### config.mk
export PLATFORM = sky130hd
export DESIGN_NAME = etw_div
export DESIGN_NICKNAME = d
export VERILOG_FILES = /design/src/design/eased_tween_table_unit_assert.svh /design/src/design/etw_pkg.sv /design/src/design/etw_div.sv
export SDC_FILE = /design/constraint.sdc
export NUM_CORES = 1
export LEC_CHECK = 0
export BUFFER_PORTS_ARGS = -buffer_cell sky130_fd_sc_hd__buf_4
export CORE_ASPECT_RATIO = 0.75
export CORE_MARGIN = 10
export CORE_UTILIZATION = 50
export CTS_BUF_LIST = sky130_fd_sc_hd__clkbuf_4 sky130_fd_sc_hd__clkbuf_8
export CTS_CLUSTER_DIAMETER = 60
export CTS_CLUSTER_SIZE = 14
export DETAILED_ROUTE_END_ITERATION = 7
export PLACE_DENSITY = 0.71
export SYNTH_ARGS = -nofsm -noshare
export SYNTH_HDL_FRONTEND = slang
export SYNTH_SLANG_ARGS = --single-unit
### constraint.sdc
create_clock -name clk -period 3.1 [get_ports clk]
set_clock_uncertainty 0.05 [all_clocks]
set_input_delay 0.775 -clock clk [delete_from_list [all_inputs] [get_ports clk]]
set_output_delay 0.775 -clock clk [all_outputs]
set_load 0.02 [all_outputs]
### src/design/eased_tween_table_unit_assert.svh
// Assertion macros for the eased tween table unit.
// Used by files that take it by include; needs clk and arst_n in scope.
`ifndef EASED_TWEEN_TABLE_UNIT_ASSERT_SVH
`define EASED_TWEEN_TABLE_UNIT_ASSERT_SVH
`ifndef SYNTH
`define ETW_ASSERT(label, prop, msg) \
	label: assert property (@(posedge clk) disable iff (!arst_n) prop) else $error(msg);
`define ETW_ASSERT_NEXT(label, pre, post, msg) \
	label: assert property (@(posedge clk) disable iff (!arst_n) pre |=> post) else $error(msg);
`else
`define ETW_ASSERT(label, prop, msg)
`define ETW_ASSERT_NEXT(label, pre, post, msg)
`endif
`endif

### src/design/etw_pkg.sv
`timescale 1ns / 1ps
// Shared types, codes and constants for the eased tween table unit.
// No dependencies.
package etw_pkg;
	localparam int MAX_ENTRIES_DEF = 32;
	localparam logic [16:0] ONE_Q16 = 17'h10000;
	localparam logic [17:0] BACK_OVERSHOOT_RST = 18'd111514;

	localparam logic [1:0] CMD_TICK  = 2'd0;
	localparam logic [1:0] CMD_START = 2'd1;
	localparam logic [1:0] CMD_GET   = 2'd2;

	localparam logic [1:0] ST_FOUND    = 2'd0;
	localparam logic [1:0] ST_INSERTED = 2'd1;
	localparam logic [1:0] ST_FULL     = 2'd2;
	localparam logic [1:0] ST_ABSENT   = 2'd3;

	localparam logic [1:0] EASE_LINEAR = 2'd0;
	localparam logic [1:0] EASE_BACK   = 2'd1;
	localparam logic [1:0] EASE_CUBIC  = 2'd2;
	localparam logic [1:0] EASE_QUINT  = 2'd3;

	typedef struct packed {
		logic [1:0]         cmd;
		logic [63:0]        key;
		logic signed [31:0] amount;
		logic [31:0]        duration;
		logic [31:0]        elapsed;
		logic [1:0]         ease;
	} in_item_t;

	typedef struct packed {
		logic signed [31:0] value;
		logic [1:0]         status;
		logic [5:0]         removed;
	} out_item_t;

	typedef struct packed {
		logic [63:0] key;
		logic [16:0] prog;
		logic [31:0] dur;
		logic [31:0] start;
		logic [31:0] last;
		logic [1:0]  ease;
	} entry_t;

	typedef enum logic [3:0] {
		S_IDLE, S_SRCH_RD, S_SRCH_CMP, S_MISS,
		S_GE1, S_GE2, S_GE3, S_GE4, S_GE5, S_GE6,
		S_TICK_RD, S_TICK_WAIT, S_TICK_DIV, S_TICK_CP, S_RESP
	} state_t;
endpackage

### src/design/etw_div.sv
`timescale 1ns / 1ps
// Tick ratio divider: (elapsed << 16) / duration, capped at 1.0, one bit a cycle.
// Depends on etw_pkg.
module etw_div (
	input  logic        clk,
	input  logic        arst_n,
	input  logic        go,
	input  logic [31:0] num,
	input  logic [31:0] den,
	output logic        done,
	output logic [16:0] quot
);
	logic        busy_q;
	logic [3:0]  cnt_q;
	logic [32:0] r_q;
	logic [31:0] den_q;
	logic [15:0] qb_q;
	logic        done_q;
	logic [16:0] quot_q;
	logic [32:0] r2;

	assign r2 = {r_q[31:0], 1'b0};

	always_ff @(posedge clk or negedge arst_n) begin
		if (!arst_n) begin
			busy_q <= 1'b0;
			done_q <= 1'b0;
		end else begin
			done_q <= 1'b0;
			if (go) begin
				if (num >= den) begin
					done_q <= 1'b1;
				end else begin
					busy_q <= 1'b1;
				end
			end else if (busy_q && cnt_q == 4'd15) begin
				busy_q <= 1'b0;
				done_q <= 1'b1;
			end
		end
	end

	always_ff @(posedge clk) begin
		if (go) begin
			cnt_q  <= '0;
			r_q    <= {1'b0, num};
			den_q  <= den;
			qb_q   <= '0;
			quot_q <= etw_pkg::ONE_Q16;
		end else if (busy_q) begin
			cnt_q <= cnt_q + 4'd1;
			if (r2 >= {1'b0, den_q}) begin
				r_q  <= r2 - {1'b0, den_q};
				qb_q <= {qb_q[14:0], 1'b1};
				quot_q <= {1'b0, qb_q[14:0], 1'b1};
			end else begin
				r_q  <= r2;
				qb_q <= {qb_q[14:0], 1'b0};
				quot_q <= {1'b0, qb_q[14:0], 1'b0};
			end
		end
	end

	assign done = done_q;
	assign quot = quot_q;
endmodule

==> impl_metrics.toml, run 1 <==
[logic_synthesis]
netlist_instances = 656
synth-edff-count = 64
yosysUniqueCellTypes = 67
ys_seq_area_frac = 0.388
synth_nets = 789
syn_area_per_cell_um2 = 9.40
ys_warn_count = 0
yosys_most_used_dff = "edfxtp_1"
ys_seq_elements = 87
synthArstFlopShare = 0.0230
netlist_area_um2 = 6170

[sta]
hold_viol_final = 0
setup_viol = 0
fmax_mhz = 330
tightest_slew_ns = 0.490
maxSlewViolCount = 0
fin_crit_sh = 0.979
slew_headroom = 0.672
whs_ns = 0.107
rsz0062_at_grt = "true"
min_period_ns = 3.03

[die]
io_pins = 85
start_util = 0.507
die_x_um = 148
die_h_um = 116
fp.dieArea_um2 = 17200
rows = 35
coreArea_um2 = 12200

[setup_path]
regToRegStartpoint = "r_q[9]$_DFFE_PP_"
slowest_delay_ns = 0.44
worstSetupPathType = "flop to flop"
arrival_ns = 3.10
path_max_fanout = 11
startpoint_type = "flop"
slowest_stage = "or4_4"
startpoint = "r_q[9]$_DFFE_PP_"
cp-end-kind = "flop"
critPathMostFrequentCell = "nand2_1"
crit_chain = "ha_1, nand2_1, nor2_1, nand2_1, or4_4, o41ai_4, o21ai_2, buf_4, nor4b_1, nor3_1"
cp.required_ns = 3.17

[clocking]
clkLatencyLatePin_ns = 0.38
clk_pin_slew_worst_paths_ns = 0.09
postCtsHoldBufs = 0
htreeDepth = 3
clk_path_buf_depth = 2
cts_tree = "built"
cts_buffers = 9
clkSinkCount = 87
cts-root-buf = "clkbuf_8"

[finish]
n_antenna_cell = 0
seq_area_um2 = 2390
multi_input_area_um2 = 3480
utilization = 0.613
nFillCells = 1074
area_delta_synth_final_pct = 21.0
drive_gt1_frac = 0.208
fin_nets = 892

[power_and_ir_drop]
swShare = 0.426
clkPwrFrac = 0.127
seqPwrFrac = 0.275
switching_power_mw = 2.74
leakage_nw = 3.55
peakVddDrop_v = 0.000425
intPower_mw = 3.69
p_per_area_nw_per_um2 = 861
power_frac_comb = 0.598

[hold_path]
min_path_type = "primary input to asynchronous set/reset pin"

[grt]
antenna_found_initial = 0
grt_pass1_wl_um = 26300
grt_pass1_vias = 5381
grtUsageTotal = 0.185
overflow = 0
grt_max_degree = 103

[route]
wire_per_inst_um = 17.0
drt_iter0_drc = 477
firstDrtPassIters = 5
ant_nets = 0
drc = 0
via_count = 5253
drt_wl_total_um = 15900
vias_per_cell = 5.65

[flow_run]
drv_cap = 0

[outcome]
status = "completed"

[placed_design]
port_buffers = 84
gp_congestion = 0.881
hpwl_um = 12400
==> cells in the mapped netlist, types with 5 or more instances <==
cell type	count	area, µm²
a211oi_1	6	45.0
mux2i_1	36	360
ha_1	65	813
o21a_1	8	60.1
edfxtp_1	64	1920
nor2b_1	9	56.3
a21oi_1	49	245
xnor2_1	12	105
a2bb2oi_1	5	43.8
o31ai_1	5	37.5
o21ai_0	26	130
nand2_1	53	199
inv_1	80	300
buf_1	5	18.8
nand3_1	10	50.1
clkbuf_1	9	33.8
a21o_1	17	128
dfxtp_1	21	420
nor2_1	50	188
nor3_1	6	30.0
xor2_1	12	105
nand4_1	12	75.1
nand2b_1	5	31.3
a31oi_1	7	43.8
o21ai_1	13	65.1
==> through the flow <==
stage	instances	setup WS (ns)	setup TNS (ns)	area [µm²]	total power, mW
2_1_floorplan	656	0.428	0	6170	4.33
3_3_place_gp	913	0.132	0	7160	5.29
3_5_place_dp	913	0.0979	0	7160	5.40
4_1_cts	929	0.0715	0	7350	6.25
5_1_grt	930	-0.135	-0.250	7470	6.93
6_report	930	0.0653	0	7470	6.43
==> critical path, delay by kind of cell, from the launching register on <==
| kind | cells | cell delay (ns) |
|---|---|---|
| simple gates | 6 | 1.34 |
| flops | 1 | 0.40 |
| buf+inv | 1 | 0.20 |
| fa+ha+maj | 1 | 0.37 |
| compound gates | 2 | 0.41 |
==> layout by cell type, fill, tap and decap left out, drive strengths merged, types with 4 or more instances in the layout <==
cell / Yosys / final
nor3: 7 / 7
o31ai: 5 / 5
clkbuf: 9 / 11
mux2i: 36 / 36
a211oi: 7 / 7
a2bb2oi: 5 / 5
edfxtp: 64 / 64
xor2: 12 / 12
nand4: 14 / 14
dfxtp: 21 / 21
nand2b: 5 / 5
nor4b: 4 / 4
or3: 4 / 4
a41oi: 4 / 4
clkinv: 1 / 4
a21oi: 50 / 50
nor2: 50 / 50
ha: 65 / 65
a31oi: 8 / 8
nand2: 53 / 53
o21ai: 42 / 42
nor2b: 9 / 9
buf: 12 / 113
o211ai: 4 / 4
inv: 80 / 80
o21a: 9 / 9
xnor2: 12 / 12
nand3: 10 / 10
a21o: 17 / 17
==> power by group through the flow <==
stage	sequential, mW	combinational, mW	clock (mW)
global placement	1.76	3.53	0
finish	1.77	3.84	0.818
global route	1.79	4.25	0.891
floorplan	1.75	2.59	0
detailed placement	1.78	3.62	0
CTS	1.75	3.66	0.832
==> metal layers <==
layer	vias to the layer above	wire length [µm]	GRT usage
li1	2568	-	-
met5	-	0	0
met4	0	181	0.0455
met3	20	783	0.0422
met2	161	7390	0.298
met1	2504	7500	0.248
==> layout make-up <==
class,count,area share
multi-input cells,467,0.466
flip-flops and latches,87,0.320
repair buffers,113,0.119
inverters,81,0.0407
well taps,166,0.0278
clock buffers,11,0.0186
clock inverters,5,0.00788
==> sequential cells by signal, indices dropped and copies added (netlist names) <==
register / flops
den_q: 32
r_q: 32
qb_q: 14
cnt_q: 4
quot: 3
busy_q: 1
done: 1
==> repair_timing <==
action                     4_1_cts  5_1_grt
resized for setup                0       22
buffers inserted                 0        1
setup endpoints to repair        0       28
hold endpoints to repair         0        0
==> logic make-up after synthesis <==
group / share of synthesized area
AOI/OAI and AO/OA: 0.188
xor gates and xnor gates: 0.0341
adders and majority gates: 0.135
buffers and inverters: 0.0653
DFF: 0.388
muxes: 0.0602
and+or+nand+nor: 0.129
==> worst paths after layout <==
kind                                          to  slack, ns  depth (start not counted)
setup / recovery               r_q[22]$_DFFE_PP_       0.07                         10
min in group clk           quot[16]$_SDFFE_PP1P_       0.42                          1
max in group asynchronous         done$_DFF_PN0_       2.81                          1
hold reg to reg            quot[16]$_SDFFE_PP1P_       0.42                          1
setup reg to reg               r_q[22]$_DFFE_PP_       0.07                         10
hold / removal                busy_q$_DFFE_PN0P_       0.11                          1
Note: power is estimated with default switching activity, not from simulation.
==> inputs of run 2 (changes only) <==
- CELL_PAD_IN_SITES_DETAIL_PLACEMENT: unset -> 2
- CELL_PAD_IN_SITES_GLOBAL_PLACEMENT: unset -> 2
- CORE_UTILIZATION: 50 -> 37
- PLACE_DENSITY: 0.71 -> unset
- PLACE_DENSITY_LB_ADDON: unset -> 0.1
- SETUP_SLACK_MARGIN: unset -> 0.1
==> run 2 against run 1 <==
Net effect:
- sequential power up 6%
- register-to-register slack worse by 0.24 ns
- first-iteration DRC count down 18%
- sequential share of layout area down 3.0 points
- wire length up 66%
- via count up 9.9%
- clock power up 13%
- die area up 29%
- setup slack worse by 0.24 ns
- the run now ends with setup timing left
- maximum frequency down 7.3%
- count of clock-buffer cells in the layout down 2
- utilization down 10 points
==> impl_metrics.toml, run 2 (synthesized netlist as in run 1, its figures left out) <==
[outcome]
status = "complete, but fails checks"
failed_checks = "setup timing"

[sta]
fin_ws_ns = -0.172
setup_viol = 27
hold_viol_final = 0
fin_crit_sh = 1.06
fmax_mhz = 306
tightest_slew_ns = 0.865
maxSlewViolCount = 0
whs_ns = 0.0889
rsz0062_at_grt = "true"
min_period_ns = 3.27
slew_headroom = 0.417
setup_tns_ns = -2.53

[power_and_ir_drop]
power_mw = 8.40
peakVddDrop_v = 0.000479
p_per_area_nw_per_um2 = 1020
leakage_nw = 3.73

[setup_path]
startpoint_type = "flop"
rrSetupSlack_ns = -0.17
slowest_delay_ns = 0.47
critPathMostFrequentCell = "nand2_1"
arrival_ns = 3.43
crit_chain = "ha_4, nand2_1, o21a_1, o21ai_1, nor2b_2, a211oi_4, o21ai_4, o21a_4, buf_12, buf_8, nand2_1, a2bb2oi_1"
slowest_stage = "edfxtp_1"
cp-end-kind = "flop"
path_max_fanout = 7
cp.required_ns = 3.25
worstSetupPathType = "flop to flop"

[finish]
seq_area_um2 = 2390
multi_input_area_um2 = 3910
most-common-layout-cells = "136 x buf_4, 79 x inv_1, 64 x edfxtp_1"
layout_commonest_cell = "buf_4"
fin_nets = 922
n_antenna_cell = 0
area_delta_synth_final_pct = 33.4
drive_gt1_frac = 0.304
nFillCells = 1661
reg.largest.list = "den_q (32), r_q (32), qb_q (14)"
final_area_um2 = 8230

[grt]
grt_pass1_wl_um = 35500
grt_max_degree = 35
antenna_found_initial = 0
grtUsageTotal = 0.199
overflow = 0
grt_pass1_vias = 6189

[die]
die_x_um = 169
fp.dieArea_um2 = 22300
start_util = 0.382
coreArea_um2 = 16200
rows = 40
die_h_um = 132
io_pins = 85

[clocking]
cts_tree = "built"
clkSinkCount = 87
cts-root-buf = "clkbuf_8"
clk_path_buf_depth = 2
cts_buffers = 9
clkLatencyLatePin_ns = 0.41
clk_pin_slew_worst_paths_ns = 0.11
htreeDepth = 3
postCtsHoldBufs = 0

[route]
firstDrtPassIters = 5
vias_per_cell = 5.75
drc = 0
wire_per_inst_um = 26.2
drt_wl_total_um = 26300
drt_iter0_drc = 391
ant_nets = 0
via_count = 5772

[placed_design]
gp_congestion = 0.913
placed_area_um2 = 7320
hpwl_um = 17400
port_buffers = 84

[hold_path]
min_path_type = "primary input to asynchronous set/reset pin"

[flow_run]
drv_cap = 0
==> run 2: where the power goes <==
part	total, mW	leakage (nW)	internal, mW	switching (mW)
Clock	0.922	0.112	0.399	0.523
Sequential	1.88	0.846	1.60	0.272
Combinational	5.60	2.77	2.47	3.14
==> run 2: repair_timing <==
action / CTS / global route
setup endpoints to repair: 28 / 32
buffers inserted: 4 / 10
gates resized for setup: 29 / 81
pin swaps: 5 / 13
gates cloned: 0 / 1
==> run 2: cell type report <==
type | instances | area share
clock inverter | 7 | 0.0122
timing repair buffer | 143 | 0.138
tap | 210 | 0.0319
sequential | 87 | 0.291
inverter | 81 | 0.0369
multi-input combinational | 467 | 0.475
clock buffer | 9 | 0.0151
==> run 2: critical path, delay by kind of cell, from the launching register on <==
family | cells | cell delay (ns)
AND/OR/NAND/NOR | 3 | 0.56
adder cells (fa/ha/maj) | 1 | 0.34
buffers and inverters | 2 | 0.30
flip-flops | 1 | 0.47
AO/OA/AOI/OAI | 6 | 1.33
==> run 2: final timing paths <==
path	from	end	depth (start not counted)
worst max-delay path	r_q[9]$_DFFE_PP_	r_q[29]$_DFFE_PP_	12
worst min-delay path	arst_n	busy_q$_DFFE_PN0P_	1
worst max register to register	r_q[9]$_DFFE_PP_	r_q[29]$_DFFE_PP_	12
worst min register to register	quot[16]$_SDFFE_PP1P_	quot[16]$_SDFFE_PP1P_	1
max in group asynchronous	arst_n	done$_DFF_PN0_	1
min in group clk	quot[16]$_SDFFE_PP1P_	quot[16]$_SDFFE_PP1P_	1
==> run 2: metrics by stage <==
stage | util | instances | setup WS [ns]
5_1_grt | 0.509 | 1004 | -0.277
3_3_place_gp | 0.453 | 973 | -0.0516
4_1_cts | 0.478 | 993 | 0.0787
6_report | 0.509 | 1004 | -0.172
2_1_floorplan | - | 656 | 0.428
3_5_place_dp | 0.453 | 973 | -0.0725
==> run 2: per-layer routing <==
| metal | global-route usage | vias up | share of wire |
|---|---|---|---|
| met5 | 0 | - | 0 |
| met4 | 0.0397 | 0 | 0.025 |
| met3 | 0.0343 | 48 | 0.038 |
| met2 | 0.326 | 163 | 0.49 |
| met1 | 0.268 | 2935 | 0.44 |
| li1 | - | 2626 | - |
==> inputs of run 3 (changes only) <==
- SETUP_SLACK_MARGIN: 0.1 -> 0.02
==> run 3 against run 2 <==
Net effect:
- the flow still finishes with violations (setup timing)
- sequential cell count unchanged
- largest power group unchanged
- largest cell class unchanged
- global-route usage decreased by 0.35 points
- sequential power about the same
- highest routed layer unchanged
- wire length decreased by 7.3%
- count of clock-buffer cells in the layout unchanged
- clock power about the same
- non-clock buffer count decreased by 2
- maximum frequency increased by 3.7%
- sequential share of layout area increased by 0.28 points
==> impl_metrics.toml, run 3 (synthesized netlist as in run 1, its figures left out) <==
[outcome]
status = "complete, but fails checks"
failed_checks = "setup timing"

[sta]
maxSlewViolCount = 0
slew_headroom = 0.377
min_period_ns = 3.16
hold_viol_final = 0
fmax_mhz = 317
fin_crit_sh = 1.02
rsz0062_at_grt = "true"
setup_viol = 1
tightest_slew_ns = 0.925
whs_ns = 0.0723
fin_ws_ns = -0.0560

[finish]
drive_gt1_frac = 0.289
n_antenna_cell = 0
area_delta_synth_final_pct = 32.2
most-common-layout-cells = "136 x buf_4, 79 x inv_1, 64 x edfxtp_1"
reg.largest.list = "den_q (32), r_q (32), qb_q (14)"
fin_nets = 920
layout_commonest_cell = "buf_4"
final_cells = 1002
nFillCells = 1707
final_area_um2 = 8150

[placed_design]
dp_cells = 973
placed_area_um2 = 7320
hpwl_um = 17400
port_buffers = 84
gp_congestion = 0.913

[grt]
overflow = 0
grtUsageTotal = 0.195
grt_pass1_wl_um = 34900
grt_max_degree = 35
grt_pass1_vias = 6114
antenna_found_initial = 0

[die]
start_util = 0.382
rows = 40
io_pins = 85
fp.dieArea_um2 = 22300
die_x_um = 169
die_h_um = 132
coreArea_um2 = 16200

[route]
ant_nets = 0
drt_iter0_drc = 326
drt_wl_total_um = 24400
drc = 0
via_count = 5619
firstDrtPassIters = 4
wire_per_inst_um = 24.3
vias_per_cell = 5.61

[power_and_ir_drop]
swShare = 0.459
leakage_nw = 3.71
clkPwrFrac = 0.115
seqPwrFrac = 0.230
p_per_area_nw_per_um2 = 986
intPower_mw = 4.34
power_frac_comb = 0.654
switching_power_mw = 3.69
peakVddDrop_v = 0.000413
power_mw = 8.04

[setup_path]
cp.required_ns = 3.25
worstSetupPathType = "flop to flop"
startpoint_type = "flop"
cp-end-kind = "flop"
arrival_ns = 3.31
path_max_fanout = 5

[clocking]
postCtsHoldBufs = 0
cts_buffers = 9
clkLatencyLatePin_ns = 0.42
htreeDepth = 3
cts_tree = "built"
cts-root-buf = "clkbuf_8"
clk_path_buf_depth = 2
clk_pin_slew_worst_paths_ns = 0.11
clkSinkCount = 87

[flow_run]
drv_cap = 0

[hold_path]
min_path_type = "primary input to asynchronous set/reset pin"
==> run 3: changes by cell type in the layout (fill, tap and decap cells not counted), sizes merged <==
cell	delta
buf	-2
==> run 3: final timing paths <==
path,from,to,slack (ns),depth (start not counted)
setup / recovery,den_q[1]$_DFFE_PP_,r_q[23]$_DFFE_PP_,-0.06,12
hold / removal,arst_n,done$_DFF_PN0_,0.07,1
setup reg to reg,den_q[1]$_DFFE_PP_,r_q[23]$_DFFE_PP_,-0.06,12
hold reg to reg,quot[16]$_SDFFE_PP1P_,quot[16]$_SDFFE_PP1P_,0.43,1
max in group asynchronous,arst_n,busy_q$_DFFE_PN0P_,2.84,1
min in group clk,quot[16]$_SDFFE_PP1P_,quot[16]$_SDFFE_PP1P_,0.43,1
==> run 3: power groups by stage <==
stage          clock, mW  combinational, mW  sequential [mW]
2_1_floorplan          0               2.59             1.75
4_1_cts            0.929               4.21             1.79
5_1_grt            0.984               5.66             1.88
3_5_place_dp           0               4.09             1.80
6_report           0.925               5.26             1.85
3_3_place_gp           0               3.90             1.77
==> run 3: cell type report <==
type                    instances  area [µm²]  area share
clock buffers                   9         124      0.0152
clock inverters                 7         100      0.0123
inverters                      81         304      0.0373
multi-input cells             467        3860       0.473
flip-flops and latches         87        2390       0.293
well taps                     210         263      0.0322
repair buffers                141        1110       0.136
==> run 3: layer usage <==
layer  vias up  track usage  part of all wire
met5         -            0                 0
met4         0       0.0426             0.013
met3        18       0.0369             0.041
met2       118        0.317              0.49
met1      2854        0.263              0.45
li1       2629            -                 -
==> run 3: critical path: stages (launching register included) <==
cell	delay, ns
edfxtp_1	0.45
inv_2	0.10
ha_4	0.20
nor2b_4	0.12
o31a_1	0.32
o21ai_4	0.19
a31oi_4	0.19
a211oi_4	0.33
o21ai_4	0.11
o21ai_4	0.27
buf_4	0.19
a21oi_1	0.09
o31ai_1	0.32
==> run 3: metrics by stage <==
step	setup TNS (ns)	worst slack [ns]	util
after floorplan	0	0.428	-
after global placement	-0.121	-0.0516	0.453
after detailed placement	-0.346	-0.0725	0.453
after CTS	0	0.0216	0.471
after global routing	-0.896	-0.138	0.504
final	-0.0560	-0.0560	0.504
==> run 3: repair_timing <==
action	4_1_cts	5_1_grt
pin swaps	0	19
hold endpoints to repair	0	0
cloned	0	1
buffers inserted	0	12
resized for setup	13	83
endpoints found under the setup margin	14	31
